<file path="config.mk">
export PLATFORM = sky130hd
export DESIGN_NAME = voice_activity_capture_gate_core
export DESIGN_NICKNAME = d
export VERILOG_FILES = /design/src/design/vacg_pkg.sv /design/src/design/voice_activity_capture_gate_core.sv /design/src/design/vacg_cfg_regs.sv
export SDC_FILE = /design/constraint.sdc
export NUM_CORES = 2
export LEC_CHECK = 0
export ABC_AREA = 1
export BUFFER_PORTS_ARGS = -buffer_cell sky130_fd_sc_hd__buf_2
export CORE_MARGIN = 2
export CORE_UTILIZATION = 60
export CTS_CLUSTER_DIAMETER = 80
export DETAILED_ROUTE_END_ITERATION = 12
export GPL_TIMING_DRIVEN = 0
export HOLD_SLACK_MARGIN = 0.02
export PLACE_DENSITY = 0.84
export SLEW_MARGIN = 25
export SYNTH_ARGS = -nofsm -noshare
export SYNTH_HDL_FRONTEND = slang
export SYNTH_SLANG_ARGS = --single-unit
</file>
<file path="constraint.sdc">
create_clock -name aclk -period 12.7 [get_ports aclk]
set_input_delay 2.54 -clock aclk [delete_from_list [all_inputs] [get_ports aclk]]
set_output_delay 2.54 -clock aclk [all_outputs]
set_load 0.05 [all_outputs]
</file>
<file path="src/design/vacg_pkg.sv">
package vacg_pkg;

    // Configuration port geometry
    localparam int CFG_ADDR_W = 3;
    localparam int CFG_DATA_W = 19;

    // Register field widths
    localparam int FRAME_LENGTH_W   = 10;
    localparam int FRAME_LIMIT_W    = 10;
    localparam int STORE_CAPACITY_W = 19;
    localparam int STOP_MIN_W       = 14;
    localparam int SPEECH_MIN_W     = 14;

    // Payload widths
    localparam int SAMPLE_W     = 16;
    localparam int MAG_W        = 16;
    localparam int SQ_W         = 31;
    localparam int COUNT_W      = 19;
    localparam int FRAME_CNT_W  = 10;
    localparam int VOICE_RUN_W  = 2;
    localparam int QUIET_RUN_W  = 6;
    localparam int S_TDATA_W    = 16;
    localparam int M_TDATA_W    = 48;

    // Register indexes
    localparam logic [CFG_ADDR_W-1:0] REG_FRAME_LENGTH   = 3'd0;
    localparam logic [CFG_ADDR_W-1:0] REG_FRAME_LIMIT    = 3'd1;
    localparam logic [CFG_ADDR_W-1:0] REG_STORE_CAPACITY = 3'd2;
    localparam logic [CFG_ADDR_W-1:0] REG_STOP_MIN       = 3'd3;
    localparam logic [CFG_ADDR_W-1:0] REG_SPEECH_MIN     = 3'd4;

    // Reset values of the registers
    localparam logic [FRAME_LENGTH_W-1:0]   RST_FRAME_LENGTH   = 10'd320;
    localparam logic [FRAME_LIMIT_W-1:0]    RST_FRAME_LIMIT    = 10'd250;
    localparam logic [STORE_CAPACITY_W-1:0] RST_STORE_CAPACITY = 19'd80000;
    localparam logic [STOP_MIN_W-1:0]       RST_STOP_MIN       = 14'd8000;
    localparam logic [SPEECH_MIN_W-1:0]     RST_SPEECH_MIN     = 14'd4000;

    localparam int DEFAULT_MAX_FRAME_LEN = 512;

    // Detector constants
    localparam logic [FRAME_CNT_W-1:0] NOISE_FRAMES    = 10'd25;
    localparam logic [MAG_W-1:0]       FLOOR_KNEE      = 16'd300;
    localparam logic [17:0]            FLOOR_MIN_THR   = 18'd900;
    localparam logic [19:0]            ENERGY_LIMIT    = 20'd550001;
    localparam logic [QUIET_RUN_W-1:0] QUIET_STOP      = 6'd35;
    localparam logic [QUIET_RUN_W-1:0] QUIET_MAX       = 6'd63;
    localparam logic [VOICE_RUN_W-1:0] VOICE_TRIGGER   = 2'd3;
    localparam logic [FRAME_CNT_W-1:0] FRAME_CNT_MAX   = 10'd1023;

    // Static configuration handed to the core
    typedef struct packed {
        logic [FRAME_LIMIT_W-1:0]    frame_limit;
        logic [STORE_CAPACITY_W-1:0] store_capacity;
        logic [STOP_MIN_W-1:0]       stop_min;
        logic [SPEECH_MIN_W-1:0]     speech_min;
    } cfg_t;

endpackage

</file>
<file path="src/design/voice_activity_capture_gate_core.sv">
// Channel  Dir  Handshake            Payload
// s_       in   s_tvalid/s_tready    tdata: sample_value; tlast: source_end
// m_       out  m_tvalid/m_tready    tdata: index and status; tlast: frame_done;
//                                    tuser: keep_sample
// cfg_     in   cfg_wr_en            cfg_addr, cfg_wdata (no read-back)
//
// One sample per clock while the output is not stalled. The magnitude and
// square are registered at input, then the frame accumulate, voiced decision
// and capture control close the state feedback and load the result register.
// Reset is synchronous on aresetn and restores register defaults.
// A stalled result holds in the output register; one more item is taken
// into the input register while it waits.
module voice_activity_capture_gate_core #(
    parameter int MAX_FRAME_LEN = vacg_pkg::DEFAULT_MAX_FRAME_LEN
) (
    input  logic                            aclk,
    input  logic                            aresetn,
    // sample_value [15:0]
    input  logic [vacg_pkg::S_TDATA_W-1:0]  s_tdata,
    input  logic                            s_tlast,
    input  logic                            s_tvalid,
    output logic                            s_tready,
    // store_index [18:0], frame_voiced [19], gate_open [20], capture_over [21],
    // speech_found [22], captured_count [41:23], zero [47:42]
    output logic [vacg_pkg::M_TDATA_W-1:0]  m_tdata,
    // keep_sample [0]
    output logic                            m_tuser,
    output logic                            m_tlast,
    output logic                            m_tvalid,
    input  logic                            m_tready,
    input  logic                            cfg_wr_en,
    input  logic [vacg_pkg::CFG_ADDR_W-1:0] cfg_addr,
    input  logic [vacg_pkg::CFG_DATA_W-1:0] cfg_wdata
);

    localparam int LEN_W    = $clog2(MAX_FRAME_LEN + 1);
    localparam int SIF_W    = (MAX_FRAME_LEN > 1) ? $clog2(MAX_FRAME_LEN) : 1;
    localparam int THR_W    = 20 + LEN_W;
    localparam int ENERGY_W = 30 + LEN_W;
    localparam int SUM_W    = ((LEN_W > vacg_pkg::COUNT_W) ? LEN_W : vacg_pkg::COUNT_W) + 1;
    localparam int CW       = vacg_pkg::COUNT_W;

    vacg_pkg::cfg_t    cfg;
    logic [LEN_W-1:0]  eff_len;
    logic [THR_W-1:0]  energy_thr;

    vacg_cfg_regs #(
        .MAX_FRAME_LEN (MAX_FRAME_LEN),
        .LEN_W         (LEN_W),
        .THR_W         (THR_W)
    ) u_cfg (
        .aclk       (aclk),
        .aresetn    (aresetn),
        .cfg_wr_en  (cfg_wr_en),
        .cfg_addr   (cfg_addr),
        .cfg_wdata  (cfg_wdata),
        .cfg        (cfg),
        .eff_len    (eff_len),
        .energy_thr (energy_thr)
    );

    // ---------------- input stage ----------------
    logic                         in_valid_reg;
    logic [vacg_pkg::MAG_W-1:0]   mag_reg;
    logic [vacg_pkg::SQ_W-1:0]    sq_reg;
    logic                         end_reg;
    logic [vacg_pkg::MAG_W-1:0]   mag_in;
    logic [31:0]                  sq_full;
    logic                         advance;

    assign mag_in  = s_tdata[vacg_pkg::SAMPLE_W-1] ? (~s_tdata + 16'd1) : s_tdata;
    assign sq_full = {16'b0, mag_in} * {16'b0, mag_in};

    assign advance  = in_valid_reg && (!m_tvalid || m_tready);
    assign s_tready = !in_valid_reg || advance;

    always_ff @(posedge aclk) begin
        if (!aresetn) begin
            in_valid_reg <= 1'b0;
        end else if (s_tready) begin
            in_valid_reg <= s_tvalid;
        end
    end

    always_ff @(posedge aclk) begin
        if (s_tready && s_tvalid) begin
            mag_reg <= mag_in;
            sq_reg  <= sq_full[vacg_pkg::SQ_W-1:0];
            end_reg <= s_tlast;
        end
    end

    // ---------------- frame and capture state ----------------
    logic [SIF_W-1:0]                    sif_reg, sif_next;
    logic [vacg_pkg::MAG_W-1:0]          peak_reg, peak_next;
    logic [ENERGY_W-1:0]                 energy_reg, energy_next;
    logic [vacg_pkg::FRAME_CNT_W-1:0]    fcount_reg, fcount_next;
    logic [vacg_pkg::MAG_W-1:0]          floor_reg, floor_next;
    logic [vacg_pkg::VOICE_RUN_W-1:0]    vrun_reg, vrun_next;
    logic [vacg_pkg::QUIET_RUN_W-1:0]    qrun_reg, qrun_next;
    logic                                trig_reg, trig_next;
    logic                                fin_reg, fin_next;
    logic [CW-1:0]                       stored_reg, stored_next;

    // Per-sample arithmetic
    logic [vacg_pkg::MAG_W-1:0]   peak_new;
    logic [ENERGY_W-1:0]          energy_new;
    logic                         frame_end;
    logic                         limit_now;
    logic                         limit_after;
    logic [19:0]                  floor_sum;
    logic [vacg_pkg::MAG_W-1:0]   floor_avg;
    logic [17:0]                  floor_thr;
    logic [CW-1:0]                stored_add;
    logic [CW-1:0]                index_now;

    assign peak_new   = (mag_reg > peak_reg) ? mag_reg : peak_reg;
    assign energy_new = energy_reg + ENERGY_W'(sq_reg);
    assign frame_end  = ((LEN_W + 1)'(sif_reg) + (LEN_W + 1)'(1)) >= (LEN_W + 1)'(eff_len);

    assign limit_now = (fcount_reg >= cfg.frame_limit) ||
                       (SUM_W'(stored_reg) + SUM_W'(eff_len) > SUM_W'(cfg.store_capacity));
    assign limit_after = (fcount_next >= cfg.frame_limit) ||
                         (SUM_W'(stored_next) + SUM_W'(eff_len) > SUM_W'(cfg.store_capacity));

    // 7/8 running average of frame peaks
    assign floor_sum = ({4'b0, floor_reg} << 3) - {4'b0, floor_reg} + {4'b0, peak_new};
    assign floor_avg = floor_sum[18:3];
    assign floor_thr = (floor_next > vacg_pkg::FLOOR_KNEE) ?
                       (18'(floor_next) + {1'b0, floor_next, 1'b0}) : vacg_pkg::FLOOR_MIN_THR;

    assign stored_add = CW'(SUM_W'(stored_reg) + SUM_W'(eff_len));
    assign index_now  = CW'(SUM_W'(stored_reg) + SUM_W'(sif_reg));

    logic keep_c, done_c, voiced_c;
    logic [CW-1:0] index_c;

    always_comb begin
        sif_next    = sif_reg;
        peak_next   = peak_reg;
        energy_next = energy_reg;
        fcount_next = fcount_reg;
        floor_next  = floor_reg;
        vrun_next   = vrun_reg;
        qrun_next   = qrun_reg;
        trig_next   = trig_reg;
        fin_next    = fin_reg;
        stored_next = stored_reg;
        keep_c      = 1'b0;
        index_c     = '0;
        done_c      = 1'b0;
        voiced_c    = 1'b0;

        if (!fin_reg) begin
            if (end_reg) begin
                fin_next = 1'b1;
            end else if (sif_reg == '0 && limit_now) begin
                fin_next = 1'b1;
            end else begin
                if (trig_reg) begin
                    keep_c  = 1'b1;
                    index_c = index_now;
                end
                if (frame_end) begin
                    done_c = 1'b1;
                    if (!trig_reg && fcount_reg < vacg_pkg::NOISE_FRAMES) begin
                        floor_next = floor_avg;
                    end
                    voiced_c = (18'(peak_new) > floor_thr) ||
                               (energy_new >= ENERGY_W'(energy_thr));
                    if (!trig_reg) begin
                        // voiced frames push the run up, quiet ones pull it down
                        if (voiced_c) begin
                            if (vrun_reg < vacg_pkg::VOICE_TRIGGER) begin
                                vrun_next = vrun_reg + 2'd1;
                            end
                        end else if (vrun_reg != '0) begin
                            vrun_next = vrun_reg - 2'd1;
                        end
                        if (vrun_next >= vacg_pkg::VOICE_TRIGGER) begin
                            trig_next = 1'b1;
                        end
                    end else begin
                        stored_next = stored_add;
                        if (voiced_c) begin
                            qrun_next = '0;
                        end else begin
                            if (qrun_reg < vacg_pkg::QUIET_MAX) begin
                                qrun_next = qrun_reg + 6'd1;
                            end
                            if (qrun_next >= vacg_pkg::QUIET_STOP &&
                                stored_add > CW'(cfg.stop_min)) begin
                                fin_next = 1'b1;
                            end
                        end
                    end
                    if (fcount_reg < vacg_pkg::FRAME_CNT_MAX) begin
                        fcount_next = fcount_reg + 10'd1;
                    end
                    sif_next    = '0;
                    peak_next   = '0;
                    energy_next = '0;
                    if (limit_after) begin
                        fin_next = 1'b1;
                    end
                end else begin
                    sif_next    = sif_reg + SIF_W'(1);
                    peak_next   = peak_new;
                    energy_next = energy_new;
                end
            end
        end
    end

    always_ff @(posedge aclk) begin
        if (!aresetn) begin
            sif_reg    <= '0;
            peak_reg   <= '0;
            energy_reg <= '0;
            fcount_reg <= '0;
            floor_reg  <= '0;
            vrun_reg   <= '0;
            qrun_reg   <= '0;
            trig_reg   <= 1'b0;
            fin_reg    <= 1'b0;
            stored_reg <= '0;
        end else if (advance) begin
            sif_reg    <= sif_next;
            peak_reg   <= peak_next;
            energy_reg <= energy_next;
            fcount_reg <= fcount_next;
            floor_reg  <= floor_next;
            vrun_reg   <= vrun_next;
            qrun_reg   <= qrun_next;
            trig_reg   <= trig_next;
            fin_reg    <= fin_next;
            stored_reg <= stored_next;
        end
    end

    // ---------------- result register ----------------
    localparam int M_TDATA_W_L = vacg_pkg::M_TDATA_W;
    logic                     out_valid_reg;
    logic                     keep_reg;
    logic                     done_reg;
    logic [M_TDATA_W_L-1:0]   tdata_reg;
    logic                     speech_c;

    assign speech_c = fin_next && trig_next && (stored_next >= CW'(cfg.speech_min));

    always_ff @(posedge aclk) begin
        if (!aresetn) begin
            out_valid_reg <= 1'b0;
        end else if (advance) begin
            out_valid_reg <= 1'b1;
        end else if (m_tready) begin
            out_valid_reg <= 1'b0;
        end
    end

    always_ff @(posedge aclk) begin
        if (advance) begin
            keep_reg  <= keep_c;
            done_reg  <= done_c;
            tdata_reg <= {6'b0, stored_next, speech_c, fin_next, trig_next, voiced_c, index_c};
        end
    end

    assign m_tvalid = out_valid_reg;
    assign m_tdata  = tdata_reg;
    assign m_tuser  = keep_reg;
    assign m_tlast  = done_reg;

endmodule

</file>
<file path="src/design/vacg_cfg_regs.sv">
module vacg_cfg_regs #(
    parameter int MAX_FRAME_LEN = vacg_pkg::DEFAULT_MAX_FRAME_LEN,
    parameter int LEN_W         = $clog2(MAX_FRAME_LEN + 1),
    parameter int THR_W         = 20 + LEN_W
) (
    input  logic                            aclk,
    input  logic                            aresetn,
    input  logic                            cfg_wr_en,
    input  logic [vacg_pkg::CFG_ADDR_W-1:0] cfg_addr,
    input  logic [vacg_pkg::CFG_DATA_W-1:0] cfg_wdata,
    output vacg_pkg::cfg_t                  cfg,
    output logic [LEN_W-1:0]                eff_len,
    output logic [THR_W-1:0]                energy_thr
);

    logic [vacg_pkg::FRAME_LENGTH_W-1:0] frame_length_reg;
    vacg_pkg::cfg_t                      cfg_reg;
    logic [THR_W-1:0]                    energy_thr_reg;
    logic [THR_W-1:0]                    energy_thr_next;

    // Register writes
    always_ff @(posedge aclk) begin
        if (!aresetn) begin
            frame_length_reg       <= vacg_pkg::RST_FRAME_LENGTH;
            cfg_reg.frame_limit    <= vacg_pkg::RST_FRAME_LIMIT;
            cfg_reg.store_capacity <= vacg_pkg::RST_STORE_CAPACITY;
            cfg_reg.stop_min       <= vacg_pkg::RST_STOP_MIN;
            cfg_reg.speech_min     <= vacg_pkg::RST_SPEECH_MIN;
        end else if (cfg_wr_en) begin
            case (cfg_addr)
                vacg_pkg::REG_FRAME_LENGTH:
                    frame_length_reg <= cfg_wdata[vacg_pkg::FRAME_LENGTH_W-1:0];
                vacg_pkg::REG_FRAME_LIMIT:
                    cfg_reg.frame_limit <= cfg_wdata[vacg_pkg::FRAME_LIMIT_W-1:0];
                vacg_pkg::REG_STORE_CAPACITY:
                    cfg_reg.store_capacity <= cfg_wdata[vacg_pkg::STORE_CAPACITY_W-1:0];
                vacg_pkg::REG_STOP_MIN:
                    cfg_reg.stop_min <= cfg_wdata[vacg_pkg::STOP_MIN_W-1:0];
                vacg_pkg::REG_SPEECH_MIN:
                    cfg_reg.speech_min <= cfg_wdata[vacg_pkg::SPEECH_MIN_W-1:0];
                default: ;
            endcase
        end
    end

    // Frame length clamped to [1, MAX_FRAME_LEN]
    always_comb begin
        if (frame_length_reg == '0) begin
            eff_len = LEN_W'(1);
        end else if (32'(frame_length_reg) > 32'(MAX_FRAME_LEN)) begin
            eff_len = LEN_W'(MAX_FRAME_LEN);
        end else begin
            eff_len = LEN_W'(frame_length_reg);
        end
    end

    // Mean energy limit times frame length, kept registered off the sample path
    assign energy_thr_next = THR_W'(vacg_pkg::ENERGY_LIMIT) * THR_W'(eff_len);

    always_ff @(posedge aclk) begin
        energy_thr_reg <= energy_thr_next;
    end

    assign cfg        = cfg_reg;
    assign energy_thr = energy_thr_reg;

endmodule
</file>
* Word level (Yosys, flattened, before mapping)
Cells that the tools add are included.
** Storage, ports and cells
- Bits in registers :: 311
- Input bits :: 44
- Output and inout bits :: 52
- Logic and storage cells :: 158
** Operators by class
- Add/sub/neg operators :: 14
- Multiply operators :: 2
- Order comparisons :: 18
- Eq/ne operators :: 4
- Mux-type cells :: 57
- Bitwise logic cells :: 6
- Reduce and logical (&&, ||, !) cells :: 31
** Operators by type and width (count)
- $mux W16 :: 8
- $mux W19 :: 5
- $mux W10 :: 7
- $mux W6 :: 8
- $add A19 B10 Y20 :: 2
- $add A40 B31 Y40 :: 1
- $ge A40 B30 Y1 :: 1
- $gt A20 B19 Y1 :: 2
- $mux W40 :: 1
- $mul A16 B16 Y31 :: 1
- $ge A10 B10 Y1 :: 3
- $mul A20 B10 Y30 const A :: 1
- $add A19 B16 Y19 :: 1
- $add A19 B9 Y19 :: 1
- $ge A19 B14 Y1 :: 1
- $gt A19 B14 Y1 :: 1
- $sub A19 B16 Y19 :: 1
- $add A16 B17 Y18 :: 1
- $gt A16 B18 Y1 :: 1
- $mux W1 :: 18
- $mux W18 :: 1
- $add A16 B1 Y16 const B :: 1
- $gt A16 B16 Y1 :: 1
- $gt A16 B9 Y1 const B :: 1
- other kinds (32) :: 63

* Logic depth before layout (Yosys ltp)
- Depth in word-level cells :: 32
- Gate-level depth with buffers :: 65
- Depth with buffers taken out :: 64

* By module
Synthesis repeated with hierarchy kept, for this count alone.
** Second synthesis, totals
- Cells, all modules :: 4044
- Area total of the unflattened synthesis :: 31008.5 um^2
** By module, submodules not included
- voice_activity_capture_gate_core :: times used 1, cells an instance 3176, area an instance 24604.8 um^2, sequential area each 5144.9 um^2
- vacg_cfg_regs :: times used 1, cells an instance 868, area an instance 6403.6 um^2, sequential area each 1941.9 um^2

* Least setup slack after synthesis
No wires, ideal clock.
- Path type :: input port to flip-flop
- Start point :: in s_tdata[0] (netlist name)
- End point :: reg sq_reg[30] (netlist name), data pin
- Library setup time :: 271 ps
- Arrival :: 9467 ps
- Slack :: 2963 ps
- Stages on the path :: 36
- Path buffers :: 1
- Cell sequence :: clkinv_1 > clkbuf_1 > ha_1 > inv_1 > nor3_1 > inv_1 > nor3_1 > nand2_1 > inv_1 > a21oi_1 > or2_2 > nand2_1 > clkinv_1 > nor2_1 > fa_1 > fa_1 > fa_1 > inv_1 > fa_1 > fa_1 > fa_1 > inv_1 > ha_1 > a21oi_1 > o221a_2 > o21ai_0 > nand2_1 > nand2_1 > nand2_1 > nand2_1 > nand2_1 > nand2_1 > nand3_1 > nand2_1 > a221oi_1 > xor2_1
** Between the ends
- Cells in the longest elaborated chain, start to end :: 4
** RTL lines
- start: declaration :: line voice_activity_capture_gate_core.sv:19 : input logic [vacg_pkg::S_TDATA_W-1:0] s_tdata,
- $not A16 Y16 :: line voice_activity_capture_gate_core.sv:71 : assign mag_in = s_tdata[vacg_pkg::SAMPLE_W-1] ? (~s_tdata + 16'd1) : s_tdata;
- $add A16 B1 Y16 :: line voice_activity_capture_gate_core.sv:71
- $mux W16 :: line voice_activity_capture_gate_core.sv:71
- named net mag_in, one bit :: line voice_activity_capture_gate_core.sv:67 : logic [vacg_pkg::MAG_W-1:0] mag_in;
- $mul A16 B16 Y31 :: line voice_activity_capture_gate_core.sv:72 : assign sq_full = {16'b0, mag_in} * {16'b0, mag_in};
- named net sq_full[30] :: line voice_activity_capture_gate_core.sv:68 : logic [31:0] sq_full;
- end signal: assignment :: line voice_activity_capture_gate_core.sv:88 : sq_reg <= sq_full[vacg_pkg::SQ_W-1:0];
- end: declaration :: line voice_activity_capture_gate_core.sv:65 : logic [vacg_pkg::SQ_W-1:0] sq_reg;
The timed path passes the listed nets, and every way through them passes these cells.
A chain may end at the register's enable or synchronous reset.

* Worst setup path in the final report
- Start point :: in s_tdata[0] (netlist name)
- End point :: reg sq_reg[27] (netlist name), data pin
Same word-level chain as after synthesis.

==> impl_results.html <==
<table>
<tr><th>Metric</th><th>Value</th></tr>
<tr><th colspan="2">Logic synthesis</th></tr>
<tr><td>Synth Cell Area</td><td>around 0.030 mm^2</td></tr>
<tr><td>FFs w/ async S/R, synth</td><td>0%</td></tr>
<tr><td>Count of flip-flops with a built-in enable after synthesis</td><td>90</td></tr>
<tr><td>Most frequently used flop master after synthesis</td><td>sky130_fd_sc_hd__dfxtp_1</td></tr>
<tr><td>Unique cell type count in the Yosys netlist</td><td>65</td></tr>
<tr><td>Post-synthesis sequential area ratio</td><td>a little under a quarter</td></tr>
<tr><td>Flip-flop and latch count after synthesis</td><td>309</td></tr>
<tr><td>Count of yosys warnings during synthesis</td><td>0</td></tr>
<tr><td>Cells after synthesis</td><td>3,825</td></tr>
<tr><td>Mean instance size in the synthesized netlist</td><td>~7.9 um^2</td></tr>
<tr><th colspan="2">Die</th></tr>
<tr><td>IO Pins</td><td>96</td></tr>
<tr><td>Height of the chip</td><td>about 230 um</td></tr>
<tr><td>Number of placement rows</td><td>approximately 80</td></tr>
<tr><td>Chip width</td><td>approximately 230 um</td></tr>
<tr><td>Die area</td><td>roughly 0.052 mm^2</td></tr>
<tr><td>Core Footprint</td><td>0.0501 mm^2</td></tr>
<tr><td>Initial Utilization</td><td>between 60% and 70%</td></tr>
<tr><th colspan="2">Routing</th></tr>
<tr><td>Number of vias per cell after detailed routing</td><td>5.58</td></tr>
<tr><td>Residual antenna-violating net count after detailed routing</td><td>0</td></tr>
<tr><td>Via count</td><td>~26,000</td></tr>
<tr><td>Total length of routed wires</td><td>between 70,000 and 80,000 um</td></tr>
<tr><td>Post-detailed-route wirelength per cell</td><td>16.5 um</td></tr>
<tr><td>Detailed Routing Iterations Pass 1</td><td>8</td></tr>
<tr><td>Number of design-rule violations left by the first detailed-router iteration</td><td>between 2,000 and 2,500</td></tr>
<tr><td>Number of remaining DRC errors</td><td>0</td></tr>
<tr><th colspan="2">CTS</th></tr>
<tr><td>Max clock buf depth</td><td>3</td></tr>
<tr><td>Root Buffer</td><td>sky130_fd_sc_hd__clkbuf_16</td></tr>
<tr><td>Total setup buffers inserted after CTS</td><td>0</td></tr>
<tr><td>Htree depth</td><td>2</td></tr>
<tr><td>Clock transition at the registers of the reported paths</td><td>0.06 ns</td></tr>
<tr><td>Number of clock sinks</td><td>just over 300</td></tr>
<tr><td>TritonCTS Buffers</td><td>36</td></tr>
<tr><td>Post-CTS Hold Buffers</td><td>0</td></tr>
<tr><td>Post-cts resize count</td><td>0</td></tr>
<tr><td>Clock tree from TritonCTS</td><td>built</td></tr>
<tr><td>Clock Latency Late Sink</td><td>0.57 ns</td></tr>
<tr><th colspan="2">Layout</th></tr>
<tr><td>Final net count</td><td>around 4,700</td></tr>
<tr><td>Layout cell share with drive strength beyond 1</td><td>under 10%</td></tr>
<tr><td>Post-Route Utilization</td><td>approximately two thirds</td></tr>
<tr><td>Fill count</td><td>4,119</td></tr>
<tr><td>Antenna Diode Count</td><td>0</td></tr>
<tr><td>Signed area change from the synthesized netlist to the final layout</td><td>8.80%</td></tr>
<tr><td>Flip-flop count of the largest register, all copies and words added</td><td>57</td></tr>
<tr><th colspan="2">Critical path</th></tr>
<tr><td>Top cell by count, worst path</td><td>sky130_fd_sc_hd__inv_1</td></tr>
<tr><td>Category of the most critical setup path</td><td>primary input to flop</td></tr>
<tr><td>Data required, critical path</td><td>12.99 ns</td></tr>
<tr><td>Category of the worst setup path capture point</td><td>flop</td></tr>
<tr><td>CP max-delay cell</td><td>sky130_fd_sc_hd__clkbuf_1</td></tr>
<tr><td>Startpoint class of the critical path</td><td>primary input</td></tr>
<tr><td>Delay of the slowest critical-path stage</td><td>between 0.5 and 0.6 ns</td></tr>
<tr><td>Critical path fanouts, max</td><td>10</td></tr>
<tr><td>Data arrival time of the critical path</td><td>11.47 ns</td></tr>
<tr><th colspan="2">Timing</th></tr>
<tr><td>Number of pins exceeding their max-slew limit in the final report</td><td>0</td></tr>
<tr><td>Setup clock skew after layout</td><td>about 0.033 ns</td></tr>
<tr><td>Share of the clock period used by the worst path</td><td>88.0%</td></tr>
<tr><td>RSZ-0062 raised after global routing</td><td>no</td></tr>
<tr><td>Final hold violation count</td><td>0</td></tr>
<tr><td>Maximum clock rate</td><td>89.4 MHz</td></tr>
<tr><td>Shortest clock period the worst path allows after layout</td><td>11.18 ns</td></tr>
<tr><td>Setup TNS</td><td>0 ns</td></tr>
<tr><td>Slew Limit Headroom</td><td>36.5%</td></tr>
<tr><td>Count of final setup violators</td><td>0</td></tr>
<tr><td>Slew @ Worst Pin</td><td>around 0.94 ns</td></tr>
<tr><th colspan="2">Job</th></tr>
<tr><td>Max-cap violations</td><td>0</td></tr>
<tr><th colspan="2">Placed design</th></tr>
<tr><td>Placer congestion estimate</td><td>roughly 1.0</td></tr>
<tr><td>DP Wirelength</td><td>between 60,000 and 70,000 um</td></tr>
<tr><td>Number of buffers inserted by port buffering</td><td>slightly below 90</td></tr>
<tr><th colspan="2">Power and ir drop</th></tr>
<tr><td>Internal Power</td><td>about 0.0033 W</td></tr>
<tr><td>Net switching power</td><td>around 0.0026 W</td></tr>
<tr><td>Worst VDD drop</td><td>307 uV</td></tr>
<tr><td>Fraction of power consumed by sequential logic</td><td>22.3%</td></tr>
<tr><td>Leakage Power</td><td>between 15 and 20 nW</td></tr>
<tr><td>Switch share</td><td>a little over two fifths</td></tr>
<tr><td>Portion of total power attributed to the clock network</td><td>18.4%</td></tr>
<tr><td>Combinational cell fraction of total power</td><td>between 50 and 60%</td></tr>
<tr><td>Pwr/cell area</td><td>about 180 mW/mm^2</td></tr>
<tr><th colspan="2">Global routing</th></tr>
<tr><td>Global-route wire length before repair</td><td>124,000 um</td></tr>
<tr><td>Pin count of the biggest net entering global routing</td><td>49</td></tr>
<tr><td>Remaining Overflow, GRT</td><td>0</td></tr>
<tr><td>GRT Total Usage</td><td>between 20% and 30%</td></tr>
<tr><td>Number of global-route vias before repair</td><td>around 26,000</td></tr>
<tr><td>Initial antenna violation count</td><td>0</td></tr>
<tr><th colspan="2">Run status</th></tr>
<tr><td>Outcome</td><td>completed</td></tr>
<tr><th colspan="2">Min path</th></tr>
<tr><td>Tightest Hold Check Type</td><td>flop to flop</td></tr>
</table>
## cell usage in the layout, fill, tap and decap left out, types with 39 or more instances in the layout
master,synthesis,routed
sky130_fd_sc_hd__a21oi_1,371,370
sky130_fd_sc_hd__xnor2_1,43,43
sky130_fd_sc_hd__nand3_1,103,103
sky130_fd_sc_hd__dfxtp_1,219,219
sky130_fd_sc_hd__ha_1,450,450
sky130_fd_sc_hd__edfxtp_1,90,90
sky130_fd_sc_hd__o21ai_0,218,218
sky130_fd_sc_hd__nor2_1,288,281
sky130_fd_sc_hd__clkbuf_1,75,82
sky130_fd_sc_hd__nor3_1,43,43
sky130_fd_sc_hd__clkbuf_16,0,39
sky130_fd_sc_hd__fa_1,208,208
sky130_fd_sc_hd__nand2_1,629,629
sky130_fd_sc_hd__inv_1,706,705
sky130_fd_sc_hd__buf_2,0,90
sky130_fd_sc_hd__xor2_1,123,123
## cells in the mapped netlist (3+ instances only)
| cell type | count | area [um^2] |
|---|---|---|
| sky130_fd_sc_hd__nand2_1 | 629 | 2360 |
| sky130_fd_sc_hd__o21a_1 | 7 | 52.6 |
| sky130_fd_sc_hd__clkinv_1 | 5 | 18.8 |
| sky130_fd_sc_hd__nand4_1 | 34 | 213 |
| sky130_fd_sc_hd__o21ai_0 | 218 | 1090 |
| sky130_fd_sc_hd__a211oi_1 | 9 | 67.6 |
| sky130_fd_sc_hd__nor4_1 | 10 | 62.6 |
| sky130_fd_sc_hd__inv_2 | 4 | 15.0 |
| sky130_fd_sc_hd__ha_1 | 450 | 5630 |
| sky130_fd_sc_hd__a21boi_0 | 6 | 45.0 |
| sky130_fd_sc_hd__nor2_1 | 288 | 1080 |
| sky130_fd_sc_hd__a21o_1 | 11 | 82.6 |
| sky130_fd_sc_hd__inv_1 | 706 | 2650 |
| sky130_fd_sc_hd__fa_1 | 208 | 4160 |
| sky130_fd_sc_hd__nor3_1 | 43 | 215 |
| sky130_fd_sc_hd__o21ai_1 | 6 | 30.0 |
| sky130_fd_sc_hd__or2_2 | 14 | 87.6 |
| sky130_fd_sc_hd__edfxtp_1 | 90 | 2700 |
| sky130_fd_sc_hd__nand2_4 | 3 | 33.8 |
| sky130_fd_sc_hd__o21bai_1 | 15 | 113 |
| sky130_fd_sc_hd__nor3_2 | 3 | 30.0 |
| sky130_fd_sc_hd__o211ai_1 | 25 | 188 |
| sky130_fd_sc_hd__a31oi_1 | 14 | 87.6 |
| sky130_fd_sc_hd__o21ai_2 | 4 | 35.0 |
| sky130_fd_sc_hd__buf_4 | 6 | 45.0 |
| sky130_fd_sc_hd__a21oi_2 | 4 | 35.0 |
| sky130_fd_sc_hd__xor2_1 | 123 | 1080 |
| sky130_fd_sc_hd__dfxtp_1 | 219 | 4380 |
| sky130_fd_sc_hd__o31a_1 | 3 | 26.3 |
| sky130_fd_sc_hd__nand3_1 | 103 | 515 |
| sky130_fd_sc_hd__xnor2_1 | 43 | 377 |
| sky130_fd_sc_hd__nand3b_1 | 7 | 52.6 |
| sky130_fd_sc_hd__nor3b_1 | 3 | 22.5 |
| sky130_fd_sc_hd__clkbuf_1 | 75 | 282 |
| sky130_fd_sc_hd__o31ai_1 | 3 | 22.5 |
| sky130_fd_sc_hd__nor2_2 | 3 | 18.8 |
| sky130_fd_sc_hd__o221ai_1 | 3 | 26.3 |
| sky130_fd_sc_hd__nand2_2 | 7 | 43.8 |
| sky130_fd_sc_hd__a221oi_1 | 3 | 26.3 |
| sky130_fd_sc_hd__a21oi_1 | 371 | 1860 |
| sky130_fd_sc_hd__a22oi_1 | 12 | 90.1 |
## power groups by stage
stage | Combinational, W | Sequential (W) | Clock, W
CTS | 0.00352 | 0.00132 | 0.00109
global route | 0.00400 | 0.00132 | 0.00113
finish | 0.00351 | 0.00132 | 0.00109
floorplan | 0.00271 | 0.00134 | 0
detailed placement | 0.00347 | 0.00134 | 0
global placement | 0.00334 | 0.00134 | 0
## final timing paths
path | from | endpoint | slack (ns) | cells past startpoint
worst min register to register | peak_reg[3] | peak_reg[3] | 0.47 | 2
worst max-delay path | s_tdata[0] | sq_reg[27] | 1.52 | 34
worst min-delay path | peak_reg[3] | peak_reg[3] | 0.47 | 2
worst max register to register | u_cfg.frame_length_reg[9] | m_tdata[22] | 2.11 | 58
## final cells by class
cell class / count / area (um^2) / area share [%]
timing repair buffer: 93 / 509 / 1.54
multi-input combinational: 2733 / 20300 / 61.5
tap: 672 / 841 / 2.55
clock buffer: 52 / 1070 / 3.24
inverter: 715 / 2680 / 8.13
clock inverter: 12 / 160 / 0.485
buffer: 84 / 374 / 1.13
sequential: 309 / 7090 / 21.5
## critical path: cells and delay by family
family	cells	cell delay, ns
fa+ha+maj	8	3.60
buf+inv	11	1.87
simple gates	6	1.71
compound gates	8	1.58
xor+xnor	1	0.16
## per-layer routing
| metal | track usage [%] | vias up | share of wire, % |
|---|---|---|---|
| li1 | - | 12692 | - |
| met1 | 36.9 | 12241 | 41 |
| met2 | 50.0 | 878 | 48 |
| met3 | 4.25 | 226 | 6.6 |
| met4 | 12.0 | 0 | 4.5 |
| met5 | 0 | - | 0 |
## kinds of logic (layout without fill, tap and decap cells)
kind of cell	after synthesis	after routing	share of synthesized area, %
buffers and inverters	799	956	10.1
other	2	18	0.0248
muxes	1	1	0.0371
xor gates and xnor gates	167	167	4.85
adders and majority gates	658	658	32.3
and+or+nand+nor	1157	1157	15.9
AOI/OAI and AO/OA	732	732	13.4
DFF	309	309	23.4
## stage by stage
stage	hold WS, ns	instance area [um^2]	total power (W)	setup slack, ns	cells
global route	0.480	33000	0.00646	0.938	4670
detailed placement	0.455	31800	0.00481	1.10	4606
finish	0.465	33000	0.00591	1.52	4670
global placement	0.448	31700	0.00468	1.30	4602
floorplan	0.435	30400	0.00406	2.96	3841
CTS	0.467	33000	0.00593	1.68	4670
(Power assumes the default switching activity.)
